==> config.mk <==
export PLATFORM = sky130hd
export DESIGN_NAME = cu_ram
export DESIGN_NICKNAME = d
export VERILOG_FILES = /design/src/rtl/core/cu_ram.sv
export SDC_FILE = /design/constraint.sdc
export NUM_CORES = 1
export LEC_CHECK = 0
export BUFFER_PORTS_ARGS = -buffer_cell sky130_fd_sc_hd__buf_2
export CORE_MARGIN = 2
export CORE_UTILIZATION = 35
export CTS_CLUSTER_SIZE = 25
export DETAILED_ROUTE_END_ITERATION = 16
export GPL_ROUTABILITY_DRIVEN = 0
export MAX_ROUTING_LAYER = met4
export PLACE_DENSITY = 0.57
export SLEW_MARGIN = 25
export SYNTH_ARGS = -nofsm -noshare
export SYNTH_HDL_FRONTEND = slang
export SYNTH_SLANG_ARGS = --single-unit
==> constraint.sdc <==
create_clock -name clk -period 1.7 [get_ports clk]
set_input_delay 0.085 -clock clk [delete_from_list [all_inputs] [get_ports clk]]
set_output_delay 0.085 -clock clk [all_outputs]
set_load 0.02 [all_outputs]
==> src/rtl/core/cu_ram.sv <==
// Generic single-write, single-read RAM with registered read data.
module cu_ram #(
  parameter int WIDTH = 8,
  parameter int DEPTH = 16
) (
  input  logic                     clk,
  input  logic                     wr_en,
  input  logic [$clog2(DEPTH)-1:0] wr_addr,
  input  logic [WIDTH-1:0]         wr_data,
  input  logic                     rd_en,
  input  logic [$clog2(DEPTH)-1:0] rd_addr,
  output logic [WIDTH-1:0]         rd_data
);

  logic [WIDTH-1:0] mem [DEPTH];

  always_ff @(posedge clk) begin
    if (wr_en) begin
      mem[wr_addr] <= wr_data;
    end
    if (rd_en) begin
      rd_data <= mem[rd_addr];
    end
  end

endmodule

== Yosys cells after proc, flatten, opt, wreduce, memory -nomap -nowiden ==
Memory sizes are Yosys's and may differ from the RTL's. A register that Yosys moved wholly into a read port is not among the register bits.
Index checks and enable logic that the tools add are counted.

* Bits in registers: 0
* Bits in writable memories: 128
* Bits of input ports: 19
* Output and inout bits: 8
* Memories kept: 1

{| class="wikitable"
|+ Memories
! name !! depth !! width !! rd ports !! clocked after memory_dff !! write ports !! line !! source
|-
| mem || 16 || 8 || 1 || 1 || 1 || 15 || <nowiki>logic [WIDTH-1:0] mem [DEPTH];</nowiki>
|}

* Mux-type cells: 2

{| class="wikitable"
|+ Operators with widths
! operator !! count
|-
| two-way mux 1 bit || 2
|}

== Depth between registers and ports, before layout ==
Gate-level depths: netlist (run 1).

* Word-level depth: 2
* Gate-level depth with buffers: 5
* Gate-level depth less buffers: 3

== Least setup slack after synthesis (run 1) ==
Ideal clock, no wire load.

* Path kind: input port to flip-flop
* From: in wr_addr[2]
* To: mem mem[0][0] (enable)
* Library setup time: 383 ps
* Arrival: 1195 ps
* Data required time: 1317 ps
* Path slack: 122 ps
* Stages on the path: 2
* Cells stage by stage: or3b_2 > nor3_1

{| class="wikitable"
|+ RTL lines
! item !! line !! source
|-
| start, declared || 8 || <nowiki>input logic [$clog2(DEPTH)-1:0] wr_addr,</nowiki>
|-
| end, declared || 15 ||
|}

No word-level cell before the write port.

==> flow_metrics.tcl, run 1 <==
set metrics [dict create \
    grtUsageTotal_pct 14.5 \
    irDropWorstVdd_mv 0.782 \
    grt_pass1_vias 2550 \
    synth_common_cells "edfxtp_1 (136), mux4_2 (18), a22oi_1 (16), mux4_1 (14), nor2_1 (13)" \
    top_layer "met4" \
    setup_violations 0 \
    multi_input_area_mm2 0.00106 \
    synth_top_family_by_area "multiplexers" \
    wl_met2_um 4860 \
    cts_buffer_depth 2 \
    synth_fp_nets 248 \
    dp_slack_ns -0.0255 \
    vias 2485 \
    r2r_slack_ns 0.16 \
    root_buffer "clkbuf_16" \
    cts_tree "done" \
    first_pass_iters 4 \
    min_period_over_period_pct 90.6 \
    timing.slew.headroom_pct 74.7 \
    end_kind "flop" \
    max_freq_mhz 649 \
    areaGrowthSynthToFinish_pct 20.8 \
    synth-compound-area-share_pct 2.30 \
    crit_required_ns 1.86 \
    final.setup_skew_ns 0.00709 \
    cts.repair.resized 0 \
    hold_slack_ns 0.0330 \
    io_pins 27 \
    clock-sinks 136 \
    htreeDepth 4 \
    hold_path_class "in2reg" \
    drt-total-wl_um 10300 \
    synth-main-ff-cell "edfxtp_1" \
    met3WireLength_um 381 \
    clkTransAtPathRegs_ns 0.06 \
    crit_start "mem[1][1]" \
    start_util_pct 35.8 \
    hpwlAfterDp_um 7030 \
    synthMuxAreaShare_pct 14.8 \
    dieArea_mm2 0.0159 \
    layout-drive-gt1-share_pct 32.8 \
    grt_setup_unrepaired "false" \
    final_util_pct 43.3 \
    dieHeight_um 126 \
    stdcell_count 486 \
    path_class "reg2reg" \
    grt_overflow 0 \
    reg2reg_from "mem[1][1]" \
    clk_latency_ns 0.42 \
    finalNetCount 308 \
    avgSynthCellArea_um2 22.8 \
    rows 44 \
    synthSimpleGateAreaFrac_pct 3.14 \
    hold_viol 0 \
    final_area_mm2 0.00631 \
    fin_ws_ns 0.160 \
    synth-xor-area-share_pct 0 \
    grt_start_max_net_pins 17 \
    synth.top_cell.area_share_pct 78.1 \
    layout_min_cycle_time_ns 1.54 \
    fillers 1250 \
    reg2reg_to "rd_data[1]" \
    crit_arrival_ns 1.70 \
    cts_setup_buffers 0 \
    wl_met1_um 4910 \
    critical_path.startpoint_type "flop" \
    numCtsBuffers 17 \
    synth_cell_type_count 18 \
    synth.most_common_cell "edfxtp_1" \
    die_w_um 126 \
    port_buffers 26 \
    cp-endpoint "rd_data[1]" \
    maxCapViolCount 0 \
    synthCells 229 \
    r2r_cells 3 \
    status "finished, final reports clean" \
    dp.cells 454 \
    leakage_nw 2.13 \
    synthAdderAreaFrac_pct 0 \
    drc 0 \
    wl_per_cell_um 21.2 \
    p_per_area_mw_per_mm2 1230 \
    synth_async_sr_flop_share_pct 0 \
    placed_area_mm2 0.00573 \
    diodes 0 \
    ys_ff_latch 136 \
    synth-seq-area-share_pct 78.1 \
    seq_area_mm2 0.00408 \
    tightest_slew_ns 0.379 \
    ys_top_cells_by_area "edfxtp_1 (78%), mux4_2 (7.8%), mux4_1 (7.0%)" \
    ant_nets 0 \
    worstPathMaxFanout 1 \
    ys_warn_count 0 \
    drt_iter0_markers 213 \
    avgViaCountPerCell 5.11 \
    synth_edf_count 136 \
    yosys.area.top_type "edfxtp_1" \
    core_area_mm2 0.0146 \
    ctsHoldBuffers 0 \
    holdPathStages 1 \
    grt_pass1_wl_um 15900 \
    hold_path.startpoint "rd_en" \
    antenna_found_initial 0 \
    slew_violations 0 \
    syn-cell-area_mm2 0.00523 \
]
[final cells by class]
class                           instances  area share (%)
Timing Repair Buffer                   51            5.63
Multi-Input combinational cell         83            16.7
Sequential cell                       136            64.7
Clock inverter                         14            2.50
Tap cell                              184            3.65
Clock buffer                           18            6.80
[worst min-delay path by stage]
stage                       endpoint  slack [ns]
after floorplan            mem[0][0]        0.18
after global placement    rd_data[0]        0.46
after detailed placement  rd_data[2]        0.46
after CTS                 rd_data[2]        0.02
after global routing      rd_data[1]        0.03
final                     rd_data[3]        0.03
[metal layers]
metal,vias to the layer above,GRT usage [%]
met5,-,-
li1,1110,-
met3,11,4.25
met1,1304,19.7
met4,0,5.62
met2,60,20.7
[placed cells by master, fill, tap and decap left out, drive strengths merged]
master	instances
or3b	1
clkbuf	18
nand2	9
nor3	4
clkinvlp	3
nor2	13
edfxtp	136
buf	51
mux4	32
a22oi	16
nor2b	1
nand2b	2
clkinv	8
and2	1
bufinv	3
nand3b	2
and2b	1
nand3	1
[flip-flops by register name, summed over array words and instances, names as in the netlist]
name / flops
mem: 128
rd_data: 8
[worst max-delay path, cell delays in order, from the launching register on]
cell and delay [ns]:
edfxtp_1 0.36, mux4_1 0.53, a22oi_1 0.26, nand2_1 0.13
[cells by family after synthesis]
kind of cell,Yosys count
mux,32
buf+inv,10
flops,136
simple gates,35
compound gates,16
[where the power goes]
group	total, mW	internal, mW	switching, mW
clock	3.62	2.28	1.34
combinational	0.382	0.159	0.223
sequential	3.80	3.78	0.0169
[through the flow]
step,total power [mW],TNS (ns)
global route,8.06,0
global placement,4.24,-0.0321
CTS,7.85,0
floorplan,4.07,0
finish,7.80,0
detailed placement,4.25,-0.0255
Power figures use the tool's default switching activity.
==> run 2: changes to the inputs <==
- ABC_AREA: unset -> 1
==> run 2 against run 1 <==
Net effect:
- wire length grew 29%
- sequential power is essentially flat
- total power shrank 4.3%
- first-iteration DRC count grew 69%
- global-route usage grew 2.0 points
- non-clock buffer count shrank 2
- critical path type unchanged
==> flow_metrics.tcl, run 2 <==
set metrics [dict create \
    clock-sinks 136 \
    crit_arrival_ns 1.38 \
    wl_per_cell_um 16.1 \
    max_stage_delay_ns 0.36 \
    largest_reg_flops 128 \
    grt_start_max_net_pins 65 \
    hold_path_class "in2reg" \
    fillers 1580 \
    clkTransAtPathRegs_ns 0.05 \
    grtUsageTotal_pct 16.5 \
    root_buffer "clkbuf_16" \
    wl_met1_um 5820 \
    seq_area_mm2 0.00408 \
    avgSynthCellArea_um2 10.6 \
    reg2reg_to "rd_data[5]" \
    cp_slowest_cell "edfxtp_1" \
    synth_edf_count 136 \
    io_pins 27 \
    diodes 0 \
    synth-seq-area-share_pct 69.8 \
    first_pass_iters 4 \
    antenna_found_initial 0 \
    top_layer "met4" \
    final_common_cell "nand2_1" \
    critical_path.startpoint_type "flop" \
    htreeDepth 4 \
    r2r_cells 6 \
    cts_setup_buffers 0 \
    final_util_pct 41.1 \
    r2r_slack_ns 0.48 \
    dieHeight_um 133 \
    ys_warn_count 0 \
    avgViaCountPerCell 4.62 \
    reg_top3 "mem: 128 flops, rd_data: 8 flops" \
    grt_setup_unrepaired "false" \
    leakage_nw 2.90 \
    end_kind "flop" \
    p_per_area_mw_per_mm2 1100 \
    ys_top_cells_by_area "edfxtp_1 (70%), nand2_1 (11%), nand3_1 (8.3%)" \
    ys_ff_latch 136 \
    synth.top_cell.area_share_pct 69.8 \
    hold_slack_ns 0.0301 \
    slew_violations 0 \
    status "finished, final reports clean" \
    hpwlAfterDp_um 8350 \
    drc 0 \
    cts_tree "done" \
    maxCapViolCount 0 \
    irDropWorstVdd_mv 0.728 \
    synth-main-ff-cell "edfxtp_1" \
    ant_nets 0 \
    worstHoldEndpoint "rd_data[7]" \
    finalNetCount 614 \
    layout-drive-gt1-share_pct 11.7 \
    total_power_mw 7.46 \
    syn-cell-area_mm2 0.00585 \
    cts.repair.resized 0 \
    hold_viol 0 \
    final_cell_mix "nand2_1 (173), edfxtp_1 (136), inv_1 (100)" \
    reg2reg_from "mem[5][5]" \
    yosys.area.top_type "edfxtp_1" \
    crit_required_ns 1.86 \
    min_period_over_period_pct 71.7 \
    wl_met2_um 6480 \
    clk_latency_ns 0.42 \
    dieArea_mm2 0.0178 \
    rows 47 \
    numCtsBuffers 17 \
    path_class "reg2reg" \
    ctsHoldBuffers 0 \
    die_w_um 133 \
    crit_path_frequent_cell "nand3_1" \
    largest-register "mem" \
    holdPathStages 1 \
    grt_pass1_vias 3721 \
    synth_cell_type_count 11 \
    areaGrowthSynthToFinish_pct 15.8 \
    synth.most_common_cell "nand2_1" \
    synth_common_cells "nand2_1 (173), edfxtp_1 (136), inv_1 (100), nand3_1 (97), nor2_1 (17)" \
    tns_ns 0 \
    grt_pass1_wl_um 21000 \
    synth_fp_nets 570 \
    port_buffers 26 \
    met3WireLength_um 692 \
    vias 3809 \
    final.setup_skew_ns 0.00843 \
    cts_buffer_depth 2 \
    hold_path.startpoint "rd_en" \
    synth_async_sr_flop_share_pct 0 \
    setup_violations 0 \
    multi_input_area_mm2 0.00121 \
    synthCells 551 \
    grt_overflow 0 \
    worstPathMaxFanout 1 \
    drt-total-wl_um 13300 \
    drt_iter0_markers 359 \
    max_freq_mhz 821 \
    core_area_mm2 0.0165 \
    tightest_slew_ns 0.611 \
    layout_min_cycle_time_ns 1.22 \
    worstPathCellList "inv_1 > nand2_1 > nand3_1 > nand3_1 > nand3_1 > nand2_1" \
    timing.slew.headroom_pct 59.2 \
    start_util_pct 35.5 \
]
run 2: changes by cell type after synthesis, moves of 4 or more:
cell | before | now
mux4_1 | 14 | 0
inv_1 | 0 | 100
a22oi_1 | 16 | 0
nor3_1 | 4 | 0
nand2_1 | 9 | 173
mux4_2 | 18 | 0
nand3_1 | 1 | 97
nor2_1 | 13 | 17
buf_2 | 3 | 13
run 2: layer usage:
layer	vias to the layer above	global-route usage, %
met5	-	-
met4	0	7.33
met3	23	4.98
met2	96	25.7
met1	1828	20.0
li1	1862	-
run 2: worst max path at each step:
stage | startpoint | to
final | mem[5][5] | rd_data[5]
after global routing | mem[1][7] | rd_data[7]
after CTS | mem[5][5] | rd_data[5]
after detailed placement | rd_addr[0] | rd_data[5]
after global placement | rd_addr[0] | rd_data[0]
after floorplan | wr_addr[2] | mem[10][0]
run 2: logic make-up (layout without fill, tap and decap cells):
family | count (synthesis) | after routing | share of synthesized area, %
buffers and inverters | 126 | 180 | 9.39
AND/OR/NAND/NOR | 289 | 289 | 20.8
flip-flops | 136 | 136 | 69.8
run 2: report_power, final:
part           total, mW  switching (mW)  internal, mW  leakage [nW]
combinational      0.472           0.339         0.133          1.42
sequential          3.80          0.0229          3.78          1.24
clock               3.19            1.24          1.95         0.244
total               7.46            1.60          5.86          2.90
run 2: worst max-delay path: cells and delay by family, from the launching register on:
kind	cells	cell delay, ns
DFF	1	0.36
and+or+nand+nor	5	0.53
buffers and inverters	1	0.06
run 2: cell type report:
| type | instances | share of cell area (%) |
|---|---|---|
| Multi-Input combinational cell | 289 | 17.9 |
| Inverter | 102 | 5.66 |
| Sequential cell | 136 | 60.3 |
| Tap cell | 220 | 4.07 |
| Clock buffer | 21 | 6.51 |
| Clock inverter | 8 | 0.869 |
| Timing Repair Buffer | 49 | 4.66 |
run 2: through the flow:
| stage | area, um^2 | cells | worst slack [ns] |
|---|---|---|---|
| CTS | 6770 | 825 | 0.499 |
| detailed placement | 6270 | 796 | 0.324 |
| floorplan | 5850 | 551 | 0.664 |
| finish | 6770 | 825 | 0.482 |
| global route | 6770 | 825 | 0.411 |
| global placement | 6270 | 796 | 0.344 |
==> run 3: changes to the inputs <==
- ABC_AREA: 1 -> 0
- clock period: 1.7 -> 1.2 ns (I/O delays scaled with it)
==> run 3 against run 2 <==
Net effect:
- the flow now finishes with violations (negative setup slack)
- register-to-register slack lost 0.72 ns
- first-iteration DRC count shrank 13%
- sequential power grew 42%
- setup slack lost 0.72 ns
- global-route usage shrank 2.1 points
- largest cell class unchanged
==> flow_metrics.tcl, run 3 (synthesis gave the netlist of run 1 again) <==
set metrics [dict create \
    status "finished with violations" \
    violations "negative setup slack" \
    grt_overflow 0 \
    final_common_cell "edfxtp_1" \
    min_period_over_period_pct 120 \
    areaGrowthSynthToFinish_pct 20.9 \
    total_power_mw 10.3 \
    port_buffers 26 \
    rows 44 \
    slew_violations 0 \
    crit_arrival_ns 1.61 \
    path_class "reg2reg" \
    max_freq_mhz 693 \
    hold_path_class "in2reg" \
    root_buffer "clkbuf_16" \
    cts_tree "done" \
    ant_nets 0 \
    finalNetCount 321 \
    crit_required_ns 1.36 \
    grtUsageTotal_pct 14.4 \
    wl_per_cell_um 20.9 \
    die_w_um 126 \
    timing.slew.headroom_pct 37.6 \
    largest-register "mem" \
    end_kind "flop" \
    cts_buffer_depth 2 \
    grt_setup_unrepaired "true" \
    hold_slack_ns 0.0176 \
    drt_iter0_markers 313 \
    max_stage_delay_ns 0.52 \
    layout-drive-gt1-share_pct 41.8 \
    drc 0 \
    dieHeight_um 126 \
    htreeDepth 4 \
    largest_reg_flops 128 \
    maxCapViolCount 0 \
    grt_pass1_vias 2612 \
    first_pass_iters 4 \
    grt_pass1_wl_um 15800 \
    antenna_found_initial 0 \
    grt_start_max_net_pins 19 \
    cp_slowest_cell "mux4_2" \
    diodes 0 \
    clk_latency_ns 0.41 \
    drt-total-wl_um 10300 \
    tightest_slew_ns 0.933 \
    worstPathCellList "mux4_2 > a22oi_2 > buf_4 > nand2_1" \
    r2r_slack_ns -0.24 \
    worstPathMaxFanout 1 \
    hpwlAfterDp_um 6710 \
    vias 2474 \
    hold_viol 0 \
    final.setup_skew_ns 0.0106 \
    path_delay_family "multiplexers" \
    clock-sinks 136 \
    avgViaCountPerCell 5.00 \
    irDropWorstVdd_mv 1.07 \
    critical_path.startpoint_type "flop" \
    core_area_mm2 0.0146 \
    setup_violations 8 \
    final_cell_mix "edfxtp_1 (136), buf_4 (33), mux4_2 (32)" \
    clkTransAtPathRegs_ns 0.05 \
    start_util_pct 35.8 \
    numCtsBuffers 17 \
    ctsHoldBuffers 0 \
    fin_ws_ns -0.242 \
    p_per_area_mw_per_mm2 1620 \
    worst-path-buf-inv 1 \
    io_pins 27 \
    layout_min_cycle_time_ns 1.44 \
    dieArea_mm2 0.0159 \
    reg_top3 "mem: 128 flops, rd_data: 8 flops" \
    leakage_nw 2.11 \
]
## run 3: final timing paths
kind	end	depth (start not counted)	from
worst max-delay path	rd_data[2]	4	mem[15][2]
worst min-delay path	rd_data[0]	1	rd_en
worst max register to register	rd_data[2]	4	mem[15][2]
worst min register to register	rd_data[6]	3	mem[6][6]
## run 3: repair_timing
action	in CTS	in global routing
gates resized for setup	3	5
pin swaps	0	4
setup buffers	0	0
setup endpoints to repair	8	8
## run 3: stage by stage
step | instances | utilization, % | TNS, ns | area [um^2] | setup WS (ns)
final | 495 | 43.3 | -1.74 | 6320 | -0.242
after global routing | 495 | 43.3 | -2.05 | 6320 | -0.284
after CTS | 495 | 43.2 | -1.84 | 6300 | -0.270
after detailed placement | 467 | 39.8 | -8.17 | 5810 | -0.384
after global placement | 467 | 39.8 | -7.05 | 5810 | -0.373
after floorplan | 229 | - | -4.43 | 5220 | -0.126
## run 3: layout make-up
class,instances,area [um^2]
clock buffers,20,437
well taps,184,230
flip-flops and latches,136,4080
fillers,1227,8270
multi-input cells,83,1050
repair buffers,64,478
clock inverters,8,36.3
## run 3: routing by layer
layer,up-vias,share of wire (%),global-route usage [%]
li1,1112,-,-
met1,1273,47,19.7
met2,74,45,20.5
met3,15,5.5,3.70
met4,0,2.1,6.53
met5,-,0,-
## run 3: where the power goes
part	switching [mW]	total [mW]	leakage [nW]	internal, mW
Combinational	0.347	0.625	0.635	0.279
Sequential	0.0241	5.38	1.24	5.36
Clock	1.70	4.24	0.237	2.54
Total	2.08	10.3	2.11	8.18
